## src/pgf_pkg.sv

```systemverilog
// Shared widths, constants, register indexes, types and the sine table builder.
package pgf_pkg;

    // Field widths
    localparam int SAMPLE_W = 16;
    localparam int POS_W    = 24;
    localparam int CNT_W    = 24;
    localparam int PHASE_W  = 14;
    localparam int CFG_IDX_W  = 2;
    localparam int CFG_DATA_W = 24;

    // Playback and tone constants
    localparam int SAMPLE_RATE        = 16000;
    localparam int FADE_SAMPLES       = 320;
    localparam int SINE_TABLE_ENTRIES = 1024;
    localparam int QUARTER_LEN        = SINE_TABLE_ENTRIES / 4;
    localparam int TONE_PEAK          = 6000;
    localparam int S_PEAK             = 32767;

    localparam logic [POS_W-1:0]   TOTAL_RESET = POS_W'(32000);
    localparam logic [PHASE_W-1:0] FREQ_RESET  = PHASE_W'(1000);

    localparam int IDX_W  = $clog2(SINE_TABLE_ENTRIES);
    localparam int OFF_W  = $clog2(QUARTER_LEN);
    localparam int MAG_W  = 15;
    localparam int RAMP_W = $clog2(FADE_SAMPLES + 1);

    // Angle index = floor(phase * ENTRIES / RATE), done as a reciprocal multiply.
    // The shift is large enough that the rounding error never crosses an integer.
    localparam int IDX_SHIFT = 21;
    localparam longint IDX_MULT_L =
        ((longint'(SINE_TABLE_ENTRIES) << IDX_SHIFT) + longint'(SAMPLE_RATE) - 1)
        / longint'(SAMPLE_RATE);
    localparam int IDX_MULT_W = 18;
    localparam logic [IDX_MULT_W-1:0] IDX_MULT = IDX_MULT_W'(IDX_MULT_L);

    // Tone magnitude = PEAK * ramp * s / (FADE * 32768) = (75 * ramp * s) >> 17,
    // since 4 * TONE_PEAK is a whole multiple of FADE_SAMPLES.
    localparam int TONE_SCALE_NUM   = TONE_PEAK * 4 / FADE_SAMPLES;
    localparam int TONE_SCALE_SHIFT = 17;

    // Serial multiplier: radix-4 digits over the ramp term
    localparam int K_W         = 16;
    localparam int MULT_DIGITS = K_W / 2;
    localparam int ACC_W       = MAG_W + 1;
    localparam int PROD_SHIFT  = TONE_SCALE_SHIFT - 2 * MULT_DIGITS;

    // Configuration register indexes
    localparam logic [CFG_IDX_W-1:0] REG_USE_PCM   = 2'd0;
    localparam logic [CFG_IDX_W-1:0] REG_BOOST_X8  = 2'd1;
    localparam logic [CFG_IDX_W-1:0] REG_TOTAL     = 2'd2;
    localparam logic [CFG_IDX_W-1:0] REG_FREQUENCY = 2'd3;

    typedef enum logic [1:0] {
        ST_IDLE,
        ST_LOAD,
        ST_CALC,
        ST_DONE
    } state_t;

    typedef struct packed {
        logic             load;
        logic [MAG_W-1:0] mcand;
        logic [K_W-1:0]   mplier;
    } mul_req_t;

    typedef logic [SAMPLE_W-1:0] sine_rom_t [QUARTER_LEN];

    // Quarter-wave table in Q1.15, from a Q30 Taylor series rounded to nearest.
    function automatic sine_rom_t build_sine_rom();
        sine_rom_t   rom;
        logic [63:0] x;
        logic [63:0] x2;
        logic [63:0] term;
        logic [63:0] prod;
        longint      sum;
        for (int k = 0; k < QUARTER_LEN; k++)
        begin
            x    = (64'd2 * 64'd3373259426 * 64'(k)) / 64'(SINE_TABLE_ENTRIES);
            x2   = (x * x) >> 30;
            term = x;
            sum  = longint'(x);
            for (int n = 1; n <= 7; n++)
            begin
                prod = (term * x2) >> 30;
                case (n)
                    1:       term = prod / 64'd6;
                    2:       term = prod / 64'd20;
                    3:       term = prod / 64'd42;
                    4:       term = prod / 64'd72;
                    5:       term = prod / 64'd110;
                    6:       term = prod / 64'd156;
                    default: term = prod / 64'd210;
                endcase
                if ((n % 2) == 1)
                    sum = sum - longint'(term);
                else
                    sum = sum + longint'(term);
            end
            if (sum < 0)
                sum = 0;
            if (sum > (longint'(1) << 30))
                sum = longint'(1) << 30;
            rom[k] = SAMPLE_W'((64'(sum) * 64'd32767 + (64'd1 << 29)) >> 30);
        end
        return rom;
    endfunction

endpackage

```

## src/pgf_sine_rom.sv

```systemverilog
// Quarter-wave sine lookup with mirroring into a full-wave magnitude and sign.
module pgf_sine_rom (
    input  logic [pgf_pkg::IDX_W-1:0] idx,
    output logic [pgf_pkg::MAG_W-1:0] mag,
    output logic                      neg
);

    localparam pgf_pkg::sine_rom_t ROM = pgf_pkg::build_sine_rom();

    logic [1:0]                quad;
    logic [pgf_pkg::OFF_W-1:0] off;
    logic [pgf_pkg::OFF_W-1:0] mir_off;

    always_comb
    begin
        quad    = idx[pgf_pkg::IDX_W-1 -: 2];
        off     = idx[pgf_pkg::OFF_W-1:0];
        mir_off = ~off + pgf_pkg::OFF_W'(1);
        if (quad[0])
        begin
            // The falling quarter reads the table backwards; its first entry is the peak.
            if (off == '0)
                mag = pgf_pkg::MAG_W'(pgf_pkg::S_PEAK);
            else
                mag = ROM[mir_off][pgf_pkg::MAG_W-1:0];
        end
        else
        begin
            mag = ROM[off][pgf_pkg::MAG_W-1:0];
        end
        neg = quad[1];
    end

endmodule

```

## src/pgf_serial_mult.sv

```systemverilog
// Radix-4 digit-serial multiplier that keeps only the high part of the product.
module pgf_serial_mult (
    input  logic                      clk,
    input  logic                      rst_n,
    input  pgf_pkg::mul_req_t         req,
    output logic                      done,
    output logic [pgf_pkg::ACC_W-1:0] prod_hi
);

    localparam int STEP_W = $clog2(pgf_pkg::MULT_DIGITS);
    localparam logic [STEP_W-1:0] LAST_STEP = STEP_W'(pgf_pkg::MULT_DIGITS - 1);

    logic                        busy_reg;
    logic                        done_reg;
    logic [STEP_W-1:0]           step_reg;
    logic [pgf_pkg::MAG_W-1:0]   mcand_reg;
    logic [pgf_pkg::MAG_W+1:0]   mcand3_reg;
    logic [pgf_pkg::K_W-1:0]     mplier_reg;
    logic [pgf_pkg::ACC_W-1:0]   acc_reg;
    logic [pgf_pkg::MAG_W+1:0]   addend;
    logic [pgf_pkg::ACC_W+1:0]   sum;

    always_comb
    begin
        case (mplier_reg[1:0])
            2'd0:    addend = '0;
            2'd1:    addend = {2'b00, mcand_reg};
            2'd2:    addend = {1'b0, mcand_reg, 1'b0};
            default: addend = mcand3_reg;
        endcase
        sum = {2'b00, acc_reg} + (pgf_pkg::ACC_W + 2)'(addend);
    end

    always_ff @(posedge clk or negedge rst_n)
    begin
        if (!rst_n)
        begin
            busy_reg <= 1'b0;
            done_reg <= 1'b0;
            step_reg <= '0;
        end
        else
        begin
            done_reg <= busy_reg && (step_reg == LAST_STEP);
            if (req.load)
            begin
                busy_reg <= 1'b1;
                step_reg <= '0;
            end
            else if (busy_reg)
            begin
                step_reg <= step_reg + STEP_W'(1);
                if (step_reg == LAST_STEP)
                    busy_reg <= 1'b0;
            end
        end
    end

    // Least significant digit first: each step adds one partial product and
    // drops two bits, so only the high part of the product is ever held.
    always_ff @(posedge clk)
    begin
        if (req.load)
        begin
            mcand_reg  <= req.mcand;
            mcand3_reg <= {2'b00, req.mcand} + {1'b0, req.mcand, 1'b0};
            mplier_reg <= req.mplier;
            acc_reg    <= '0;
        end
        else if (busy_reg)
        begin
            acc_reg    <= sum[pgf_pkg::ACC_W+1:2];
            mplier_reg <= mplier_reg >> 2;
        end
    end

    assign done    = done_reg;
    assign prod_hi = acc_reg;

endmodule

```

## src/pcm_gain_and_fade_tone_source_unit.sv

```systemverilog
// Top level: playback counters, PCM gain with saturation, faded tone and output register.
// A PCM item goes from acceptance to the output register through the done state; a tone item
// takes these steps: table read, 8 radix-4 steps of the serial multiplier, done flag, result.
// Input is taken again the cycle after an item reaches the output register, and the output
// register is loaded only while it is free, so one item is worked on at a time.
// rst_n clears position, phase and clip count and loads the register reset values;
// the sine table is constant and needs no clearing.
module pcm_gain_and_fade_tone_source_unit (
    input  logic        clk,
    input  logic        rst_n,
    input  logic        cfg_we,
    input  logic [1:0]  cfg_index,
    input  logic [23:0] cfg_data,
    input  logic        s_tvalid,
    output logic        s_tready,
    input  logic [15:0] s_tdata,   // [15:0] pcm_in
    output logic        m_tvalid,
    input  logic        m_tready,
    output logic [39:0] m_tdata,   // [15:0] sample_out, [39:16] clip_count
    output logic        m_tuser,   // [0] clipped
    output logic        m_tlast
);

    localparam int SW = pgf_pkg::SAMPLE_W;
    localparam int PW = pgf_pkg::POS_W;
    localparam int CW = pgf_pkg::CNT_W;
    localparam int FW = pgf_pkg::PHASE_W;
    localparam int RW = pgf_pkg::RAMP_W;
    localparam logic [PW-1:0] FADE_POS  = PW'(pgf_pkg::FADE_SAMPLES);
    localparam logic [FW:0]   RATE_WIDE = (FW + 1)'(pgf_pkg::SAMPLE_RATE);
    localparam int IDX_PROD_W = FW + pgf_pkg::IDX_MULT_W;

    // Configuration
    logic          use_pcm_reg;
    logic          boost_reg;
    logic [PW-1:0] total_reg;
    logic [FW-1:0] freq_reg;

    // Playback state
    logic [PW-1:0] position_reg;
    logic [FW-1:0] phase_reg;
    logic [CW-1:0] clip_total_reg;

    pgf_pkg::state_t state_reg;
    pgf_pkg::state_t state_next;

    // Item held while the tone is worked out
    logic                      mode_pcm_reg;
    logic [SW-1:0]             pcm_val_reg;
    logic                      clip_reg;
    logic [CW-1:0]             count_reg;
    logic                      last_reg;
    logic [pgf_pkg::IDX_W-1:0] idx_reg;
    logic [RW-1:0]             ramp_reg;
    logic                      neg_reg;

    logic          m_tvalid_reg;
    logic [SW-1:0] out_sample_reg;
    logic [CW-1:0] out_count_reg;
    logic          out_clip_reg;
    logic          out_last_reg;

    logic accept;
    logic out_free;
    logic out_load;

    logic                       is_last;
    logic [PW-1:0]              remaining;
    logic [RW-1:0]              ramp;
    logic [IDX_PROD_W-1:0]      idx_prod;
    logic [FW:0]                phase_sum;
    logic [FW:0]                phase_red;
    logic [FW:0]                phase_mod;
    logic                       pcm_clip;
    logic [SW-1:0]              pcm_val;
    logic [CW-1:0]              count_inc;

    logic [pgf_pkg::MAG_W-1:0]  rom_mag;
    logic                       rom_neg;
    pgf_pkg::mul_req_t          mul_req;
    logic                       mul_done;
    logic [pgf_pkg::ACC_W-1:0]  mul_prod;
    logic [pgf_pkg::MAG_W-1:0]  tone_mag;
    logic [SW-1:0]              tone_sample;

    assign accept   = s_tvalid && s_tready;
    assign out_free = !m_tvalid_reg || m_tready;

    always_ff @(posedge clk or negedge rst_n)
    begin
        if (!rst_n)
        begin
            use_pcm_reg <= 1'b0;
            boost_reg   <= 1'b0;
            total_reg   <= pgf_pkg::TOTAL_RESET;
            freq_reg    <= pgf_pkg::FREQ_RESET;
        end
        else if (cfg_we)
        begin
            unique case (cfg_index)
                pgf_pkg::REG_USE_PCM:   use_pcm_reg <= cfg_data[0];
                pgf_pkg::REG_BOOST_X8:  boost_reg   <= cfg_data[0];
                pgf_pkg::REG_TOTAL:     total_reg   <= cfg_data[PW-1:0];
                pgf_pkg::REG_FREQUENCY: freq_reg    <= cfg_data[FW-1:0];
                default:                use_pcm_reg <= use_pcm_reg;
            endcase
        end
    end

    // Per-item arithmetic on the playback state
    always_comb
    begin
        is_last   = ({1'b0, position_reg} + (PW + 1)'(1)) >= {1'b0, total_reg};
        remaining = (total_reg > position_reg) ? (total_reg - position_reg) : '0;
        if (position_reg < FADE_POS)
            ramp = position_reg[RW-1:0];
        else if (remaining < FADE_POS)
            ramp = remaining[RW-1:0];
        else
            ramp = RW'(pgf_pkg::FADE_SAMPLES);

        idx_prod = IDX_PROD_W'(phase_reg) * IDX_PROD_W'(pgf_pkg::IDX_MULT);

        // The step may be up to the full 14-bit range, so two corrections can be needed.
        phase_sum = {1'b0, phase_reg} + {1'b0, freq_reg};
        phase_red = (phase_sum >= RATE_WIDE) ? (phase_sum - RATE_WIDE) : phase_sum;
        phase_mod = (phase_red >= RATE_WIDE) ? (phase_red - RATE_WIDE) : phase_red;

        // Times eight overflows unless the top four bits all match the sign.
        pcm_clip = boost_reg && !((s_tdata[15:12] == 4'b0000) || (s_tdata[15:12] == 4'b1111));
        if (!boost_reg)
            pcm_val = s_tdata;
        else if (pcm_clip)
            pcm_val = s_tdata[15] ? 16'h8000 : 16'h7FFF;
        else
            pcm_val = {s_tdata[12:0], 3'b000};

        if (use_pcm_reg && pcm_clip && (clip_total_reg != {CW{1'b1}}))
            count_inc = clip_total_reg + CW'(1);
        else
            count_inc = clip_total_reg;
    end

    always_ff @(posedge clk or negedge rst_n)
    begin
        if (!rst_n)
        begin
            position_reg   <= '0;
            phase_reg      <= '0;
            clip_total_reg <= '0;
        end
        else if (accept)
        begin
            if (is_last)
            begin
                position_reg   <= '0;
                phase_reg      <= '0;
                clip_total_reg <= '0;
            end
            else
            begin
                position_reg   <= position_reg + PW'(1);
                phase_reg      <= phase_mod[FW-1:0];
                clip_total_reg <= count_inc;
            end
        end
    end

    always_ff @(posedge clk)
    begin
        if (accept)
        begin
            mode_pcm_reg <= use_pcm_reg;
            pcm_val_reg  <= pcm_val;
            clip_reg     <= use_pcm_reg && pcm_clip;
            count_reg    <= count_inc;
            last_reg     <= is_last;
            idx_reg      <= idx_prod[pgf_pkg::IDX_SHIFT +: pgf_pkg::IDX_W];
            ramp_reg     <= ramp;
        end
        if (state_reg == pgf_pkg::ST_LOAD)
            neg_reg <= rom_neg;
    end

    pgf_sine_rom u_rom (
        .idx (idx_reg),
        .mag (rom_mag),
        .neg (rom_neg)
    );

    always_comb
    begin
        mul_req.load   = (state_reg == pgf_pkg::ST_LOAD);
        mul_req.mcand  = rom_mag;
        mul_req.mplier = pgf_pkg::K_W'(ramp_reg) * pgf_pkg::K_W'(pgf_pkg::TONE_SCALE_NUM);
    end

    pgf_serial_mult u_mult (
        .clk     (clk),
        .rst_n   (rst_n),
        .req     (mul_req),
        .done    (mul_done),
        .prod_hi (mul_prod)
    );

    always_comb
    begin
        tone_mag    = pgf_pkg::MAG_W'(mul_prod >> pgf_pkg::PROD_SHIFT);
        tone_sample = neg_reg ? (SW'(0) - SW'(tone_mag)) : SW'(tone_mag);
    end

    // Sequencer
    always_comb
    begin
        state_next = state_reg;
        unique case (state_reg)
            pgf_pkg::ST_IDLE:
            begin
                if (accept)
                    state_next = use_pcm_reg ? pgf_pkg::ST_DONE : pgf_pkg::ST_LOAD;
            end
            pgf_pkg::ST_LOAD:
                state_next = pgf_pkg::ST_CALC;
            pgf_pkg::ST_CALC:
            begin
                if (mul_done)
                    state_next = pgf_pkg::ST_DONE;
            end
            pgf_pkg::ST_DONE:
            begin
                if (out_free)
                    state_next = pgf_pkg::ST_IDLE;
            end
            default:
                state_next = pgf_pkg::ST_IDLE;
        endcase
    end

    always_comb
    begin
        s_tready = 1'b0;
        out_load = 1'b0;
        unique case (state_reg)
            pgf_pkg::ST_IDLE: s_tready = 1'b1;
            pgf_pkg::ST_DONE: out_load = out_free;
            default:
            begin
                s_tready = 1'b0;
                out_load = 1'b0;
            end
        endcase
    end

    always_ff @(posedge clk or negedge rst_n)
    begin
        if (!rst_n)
        begin
            state_reg    <= pgf_pkg::ST_IDLE;
            m_tvalid_reg <= 1'b0;
        end
        else
        begin
            state_reg <= state_next;
            if (out_load)
                m_tvalid_reg <= 1'b1;
            else if (m_tready)
                m_tvalid_reg <= 1'b0;
        end
    end

    always_ff @(posedge clk)
    begin
        if (out_load)
        begin
            out_sample_reg <= mode_pcm_reg ? pcm_val_reg : tone_sample;
            out_count_reg  <= count_reg;
            out_clip_reg   <= clip_reg;
            out_last_reg   <= last_reg;
        end
    end

    assign m_tvalid = m_tvalid_reg;
    assign m_tdata  = {out_count_reg, out_sample_reg};
    assign m_tuser  = out_clip_reg;
    assign m_tlast  = out_last_reg;

endmodule
```

## config.mk

```make
export PLATFORM = sky130hd
export DESIGN_NAME = pcm_gain_and_fade_tone_source_unit
export DESIGN_NICKNAME = d
export VERILOG_FILES = /design/src/pgf_pkg.sv /design/src/pgf_sine_rom.sv /design/src/pgf_serial_mult.sv /design/src/pcm_gain_and_fade_tone_source_unit.sv
export SDC_FILE = /design/constraint.sdc
export NUM_CORES = 1
export LEC_CHECK = 0
export ABC_AREA = 1
export BUFFER_PORTS_ARGS = -buffer_cell sky130_fd_sc_hd__clkbuf_2
export CAP_MARGIN = 20
export CORE_AREA = 2 2 304 306
export DETAILED_ROUTE_END_ITERATION = 6
export DIE_AREA = 0 0 306 308
export PLACE_DENSITY = 0.49
export REMOVE_ABC_BUFFERS = 1
export SYNTH_ARGS = -nofsm -noshare
export SYNTH_HDL_FRONTEND = slang
export SYNTH_SLANG_ARGS = --single-unit
```

## constraint.sdc

```tcl
create_clock -name clk -period 6.4 [get_ports clk]
set_input_delay 0.32 -clock clk [delete_from_list [all_inputs] [get_ports clk]]
set_output_delay 0.32 -clock clk [all_outputs]
set_load 0.03 [all_outputs]
```

# After elaboration in Yosys (flattened, before gate mapping)
# Memory sizes are Yosys's and may differ from the RTL's.
# Cells that the tools add are included.
# word_totals
regBits	279
rom_bits	8192
inputBits	47
out_inout_bits	44
wordCells	127
mem_count	2
# op_classes
add_sub_neg	12
mul	2
order_cmp	8
n_eq_ne	14
n_mux	37
bitwise	3
n_reduce_logical	21
# memory_table
name	depth	width	rd	rd_clocked_by_memory_dff	wr	line_no	rtl
(no name shown)	256	16	1	0	0	pgf_sine_rom.sv:29	mag = ROM[off][pgf_pkg::MAG_W-1:0];
(no name shown)	256	16	1	0	0	pgf_sine_rom.sv:25	mag = ROM[mir_off][pgf_pkg::MAG_W-1:0];
# ops
op	count
two-way mux 16 bit	7
two-way mux 15 bit	7
two-way mux 24 bit	4
case mux 17 bit (3 select lines)	1
adder 24 x 1 -> 24 bit (second input constant)	2
< comparator 24 x 9 -> 1 bit (second input constant)	2
greater-or-equal comparator 15 x 14 -> 1 bit (second input constant)	2
multiplier 14 x 17 -> 30 bit (second input constant)	1
two-way mux 14 bit	2
adder 24 x 1 -> 25 bit (second input constant)	1
greater-or-equal comparator 25 x 24 -> 1 bit	1
greater-than comparator 24 bit	1
inequality test 24 bit (second input constant)	1
subtractor 24 bit	1
adder 16 x 17 -> 18 bit	1
greater-or-equal comparator 9 bit (second input constant)	2
two-way mux 9 bit	2
NOT 8 -> 9 bit	2
adder 15 x 16 -> 17 bit	1
multiplier 9 x 7 -> 16 bit (second input constant)	1
subtractor 1 x 15 -> 16 bit (first input constant)	1
adder 14 x 14 -> 15 bit	1
subtractor 15 x 14 -> 15 bit (second input constant)	1
subtractor 14 bit (second input constant)	1
other kinds (22)	51

# Longest topological paths before layout
# depth
depth_word	9
depth_mapped	36
ltp_nobuf	33

# By module
# A second synthesis with hierarchy kept.
# unflattened
hier_cells	4109
area_unflattened_um2	28354.7
# modules_own_cells
mod	instances	cells_each	area_per_inst_um2	seq_area_each_um2
pcm_gain_and_fade_tone_source_unit	1	1959	16569.6	5795.6
pgf_sine_rom	1	1633	7552.2	0.0
pgf_serial_mult	1	517	4232.8	1856.8

# Worst setup path after synthesis
# OpenSTA, ideal clock, no wires.
# synth_timing
path_type	reg2reg
from	register idx_reg[0] (netlist bit)
to	register u_mult.mcand3_reg[15] (netlist bit) (data pin)
setup_ns	0.270
t_arrival_ns	6.053
required_time_ns	6.130
setup_slack_ns	0.076
stages_incl_launch_ff	36
synth_period_minus_slack_ns	6.324
cell_sequence	edfxtp_1 buf_2 clkinv_1 ha_1 buf_2 inv_1 ha_1 inv_1 clkbuf_1 clkbuf_1 ha_1 nor2_1 inv_1 nor2_1 a221oi_1 a31oi_1 o21ai_0 a31o_2 nand2_1 nand2_1 inv_1 ha_1 inv_1 fa_1 o31ai_1 a21o_1 a21oi_1 o21ai_0 nand2_1 nand2_1 nand3_1 nand2_1 a21oi_1 nor2_1 nor2_1 xnor2_1
# synth_rtl
element	line_no	rtl
from (decl)	pcm_gain_and_fade_tone_source_unit.sv:53	logic [pgf_pkg::IDX_W-1:0] idx_reg;
from (signal assigned)	pcm_gain_and_fade_tone_source_unit.sv:178	idx_reg <= idx_prod[pgf_pkg::IDX_SHIFT +: pgf_pkg::IDX_W];
to (signal assigned)	pgf_serial_mult.sv:66	mcand3_reg <= {2'b00, req.mcand} + {1'b0, req.mcand, 1'b0};
to (decl)	pgf_serial_mult.sv:17	logic [pgf_pkg::MAG_W+1:0] mcand3_reg;

==> out/results.txt <==
Min-delay src: cfg_data[14]
Via-per-instance ratio: 5.343
Fin Clk Skew: 0.02460 ns
Area contributors post-synth: edfxtp_1 (17%), ha_1 (14%), nand2_1 (9.6%)
Final hold vios: 0
Hold Crit Endpoint: total_reg[14]
Crit path buf inv count: 6
P&R area growth vs syn: 13.29%
DRT Pass-1 Iters: 6
Crit-path max cell delay: 0.62 ns
Max transition margin: 33.47%
Fmax: 168.8 MHz
Crit Path Class: reg2reg
Drt first-iter violations: 2756
Commonest non-fill, non-tap cell in the layout: nand2_1
Clk root buf: clkbuf_16
Cell area after layout: 30670 um^2
Global Route met1 Usage: 29.99%
Post-synthesis mux area share: 0.03698%
Clock Tree Buf Depth: 3
R2R Path Start: idx_reg[0]
Crit path max-delay family: simple AND/OR/NAND/NOR gates
Worst R2R End: u_mult.mcand3_reg[15]
Routability cong.: 1.046
Worst EP arrival: 6.21 ns
Synthesized instance count: 3672
Yosys warns: 0
RSZ-0062 raised after global routing: false
Post-Synth XOR/XNOR Area: 3.231%
Final net count: 4203
CP endpoint kind: flip-flop
Netlist cell types: 72
CTS H-Tree Depth: 1
DRC viols: 0
Reg2reg path depth: 32
Placement Cell Area: 29430 um^2
Post-CTS Setup Bufs: 0
Share of layout cells above drive strength 1: 9.250%
Slowest-stage cell, CP: ha_1
Die Wd: 306 um
Busiest grt layer: met2
Clock Latency Late Sink: 0.57 ns
CTS Buf Count: 30
Measured slew at the worst slew-check pin: 0.9875 ns
CP dominant cell by count: nand2_1
DIE AREA: 94250 um^2
Most frequent cells in the layout: nand2_1 (692), inv_1 (546), nor2_1 (316), ha_1 (309), o21ai_0 (299)
Avg Inst Size Synth: 7.372 um^2
Setup TNS: 0 ns
CTS tree: yes
Final worst path period need: 5.925 ns
GRT Total Usage: 22.27%
Starting Density: 29.76%
CP Launch Type: flip-flop
Die Height: 308 um
Hold Path Stages: 3
Global-route wire length before repair: 163000 um
Flop2flop setup slack: 0.47 ns
Grt total ovfl: 0
Final period utilization: 92.59%
Routed wire per std cell: 21.35 um
Max FO, Critical Path: 11
Post-Synth Adder-Cell Area: 17.48%
Register area share after synthesis: 28.27%
Clock Sinks: 278
Max-cap violations: 0
# setup viols final: 0
Core ar.: 90970 um^2
Critical Path Source: idx_reg[0]
Flops & latches, synth: 278
Post-DP HPWL: 82340 um
Global-route met2 utilization: 35.17%
Top_reg_cell synth: edfxtp_1
Initial antenna violation count: 3
Antenna Nets Post-Route: 0
Largest net degree at the start of global routing: 63
Yosys top cell area share: 16.86%
WP data required: 6.69 ns
Total Routed Length: 107000 um
Post-synthesis compound-gate area fraction: 19.43%
GR Util met3: 3.037%
Synth async-reset ratio: 39.57%
Post-Synth Simple-Gate Area: 21.66%
Type of the tightest min-delay check: in2reg
Via Count: 26780
Largest family of logic cells by synthesized area: simple AND/OR/NAND/NOR gates
Number of diodes: 0
EDFF count, synth: 152
Vias in the first global route: 26190
Port Buf Inserts: 90
Mapped Area: 27070 um^2
Final Max Tran Viols: 0
Reg clk slew, reported paths: 0.08 ns
Leading area contributor after synthesis: edfxtp_1
Ports: 91
# rows: 111
Run status: complete, no violations
-- layout make-up --
cell class,instances,area (um^2)
clock buffers,34,817.0
clock inverters,22,180.2
fillers,9900,60300
inverters,561,2108
multi-input cells,2700,16770
flip-flops and latches,278,7652
well taps,1186,1484
repair buffers,232,1657
-- per-stage QoR --
step	cells	hold slack, ns	util, %	setup slack, ns
floorplan	3539	0.02441	-	-1.311
detailed placement	4935	0.4045	32.35	0.7015
global placement	4933	0.4031	32.33	0.5441
finish	5013	0.01418	33.71	0.4745
global route	5013	0.02187	33.71	0.04054
CTS	5012	0.002480	33.68	0.6308
-- worst max-delay path by stage --
stage,end,cells after the start
after floorplan,u_mult.mcand3_reg[15],29
after global placement,u_mult.mcand3_reg[15],30
after detailed placement,u_mult.mcand3_reg[15],27
after global routing,u_mult.mcand3_reg[15],32
after CTS,u_mult.mcand3_reg[15],27
final,u_mult.mcand3_reg[15],32
-- worst reg2reg max path: cells and delay by family, from the launching register on --
kind | cells | cell delay, ns
xor+xnor | 1 | 0.11
fa+ha+maj | 3 | 1.18
compound gates | 9 | 1.62
buf+inv | 6 | 0.68
flops | 1 | 0.39
simple gates | 13 | 1.67
-- per-layer routing --
metal,wire length (um),vias up
met5,26,-
met4,5818,4
met3,6912,318
met2,46950,1043
met1,47330,12590
li1,-,12830
-- cells in the mapped netlist, types with 17 or more instances --
master,number
nand2_2,17
a221oi_1,17
o31ai_1,25
fa_1,42
o21ai_0,299
edfxtp_1,152
nor2_1,316
nand3_1,178
o211ai_1,44
xnor2_1,19
inv_1,547
xor2_1,79
nand2_1,693
nand4_1,47
o21ai_1,25
buf_2,29
nor3_1,42
clkbuf_1,84
o311ai_0,18
dfrtp_1,98
o221ai_1,40
a31oi_1,26
ha_1,311
a21oi_1,250
o22ai_1,44
-- logic make-up after synthesis --
| logic type | count (synthesis) |
|---|---|
| and+or+nand+nor | 1366 |
| AOI/OAI and AO/OA | 881 |
| buffers and inverters | 694 |
| adders and majority gates | 353 |
| DFF | 278 |
| xor gates and xnor gates | 99 |
| muxes | 1 |
-- repair_timing --
| item | CTS | global route |
|---|---|---|
| endpoints found under the setup margin | 0 | 1 |
| hold buffers | 21 | 0 |
| gates resized for setup | 0 | 1 |
| endpoints found under the hold margin | 61 | 0 |
Power is left out: the tool's default activity adds up to more than one toggle a clock period on the data nets, which glitch-free logic cannot reach.
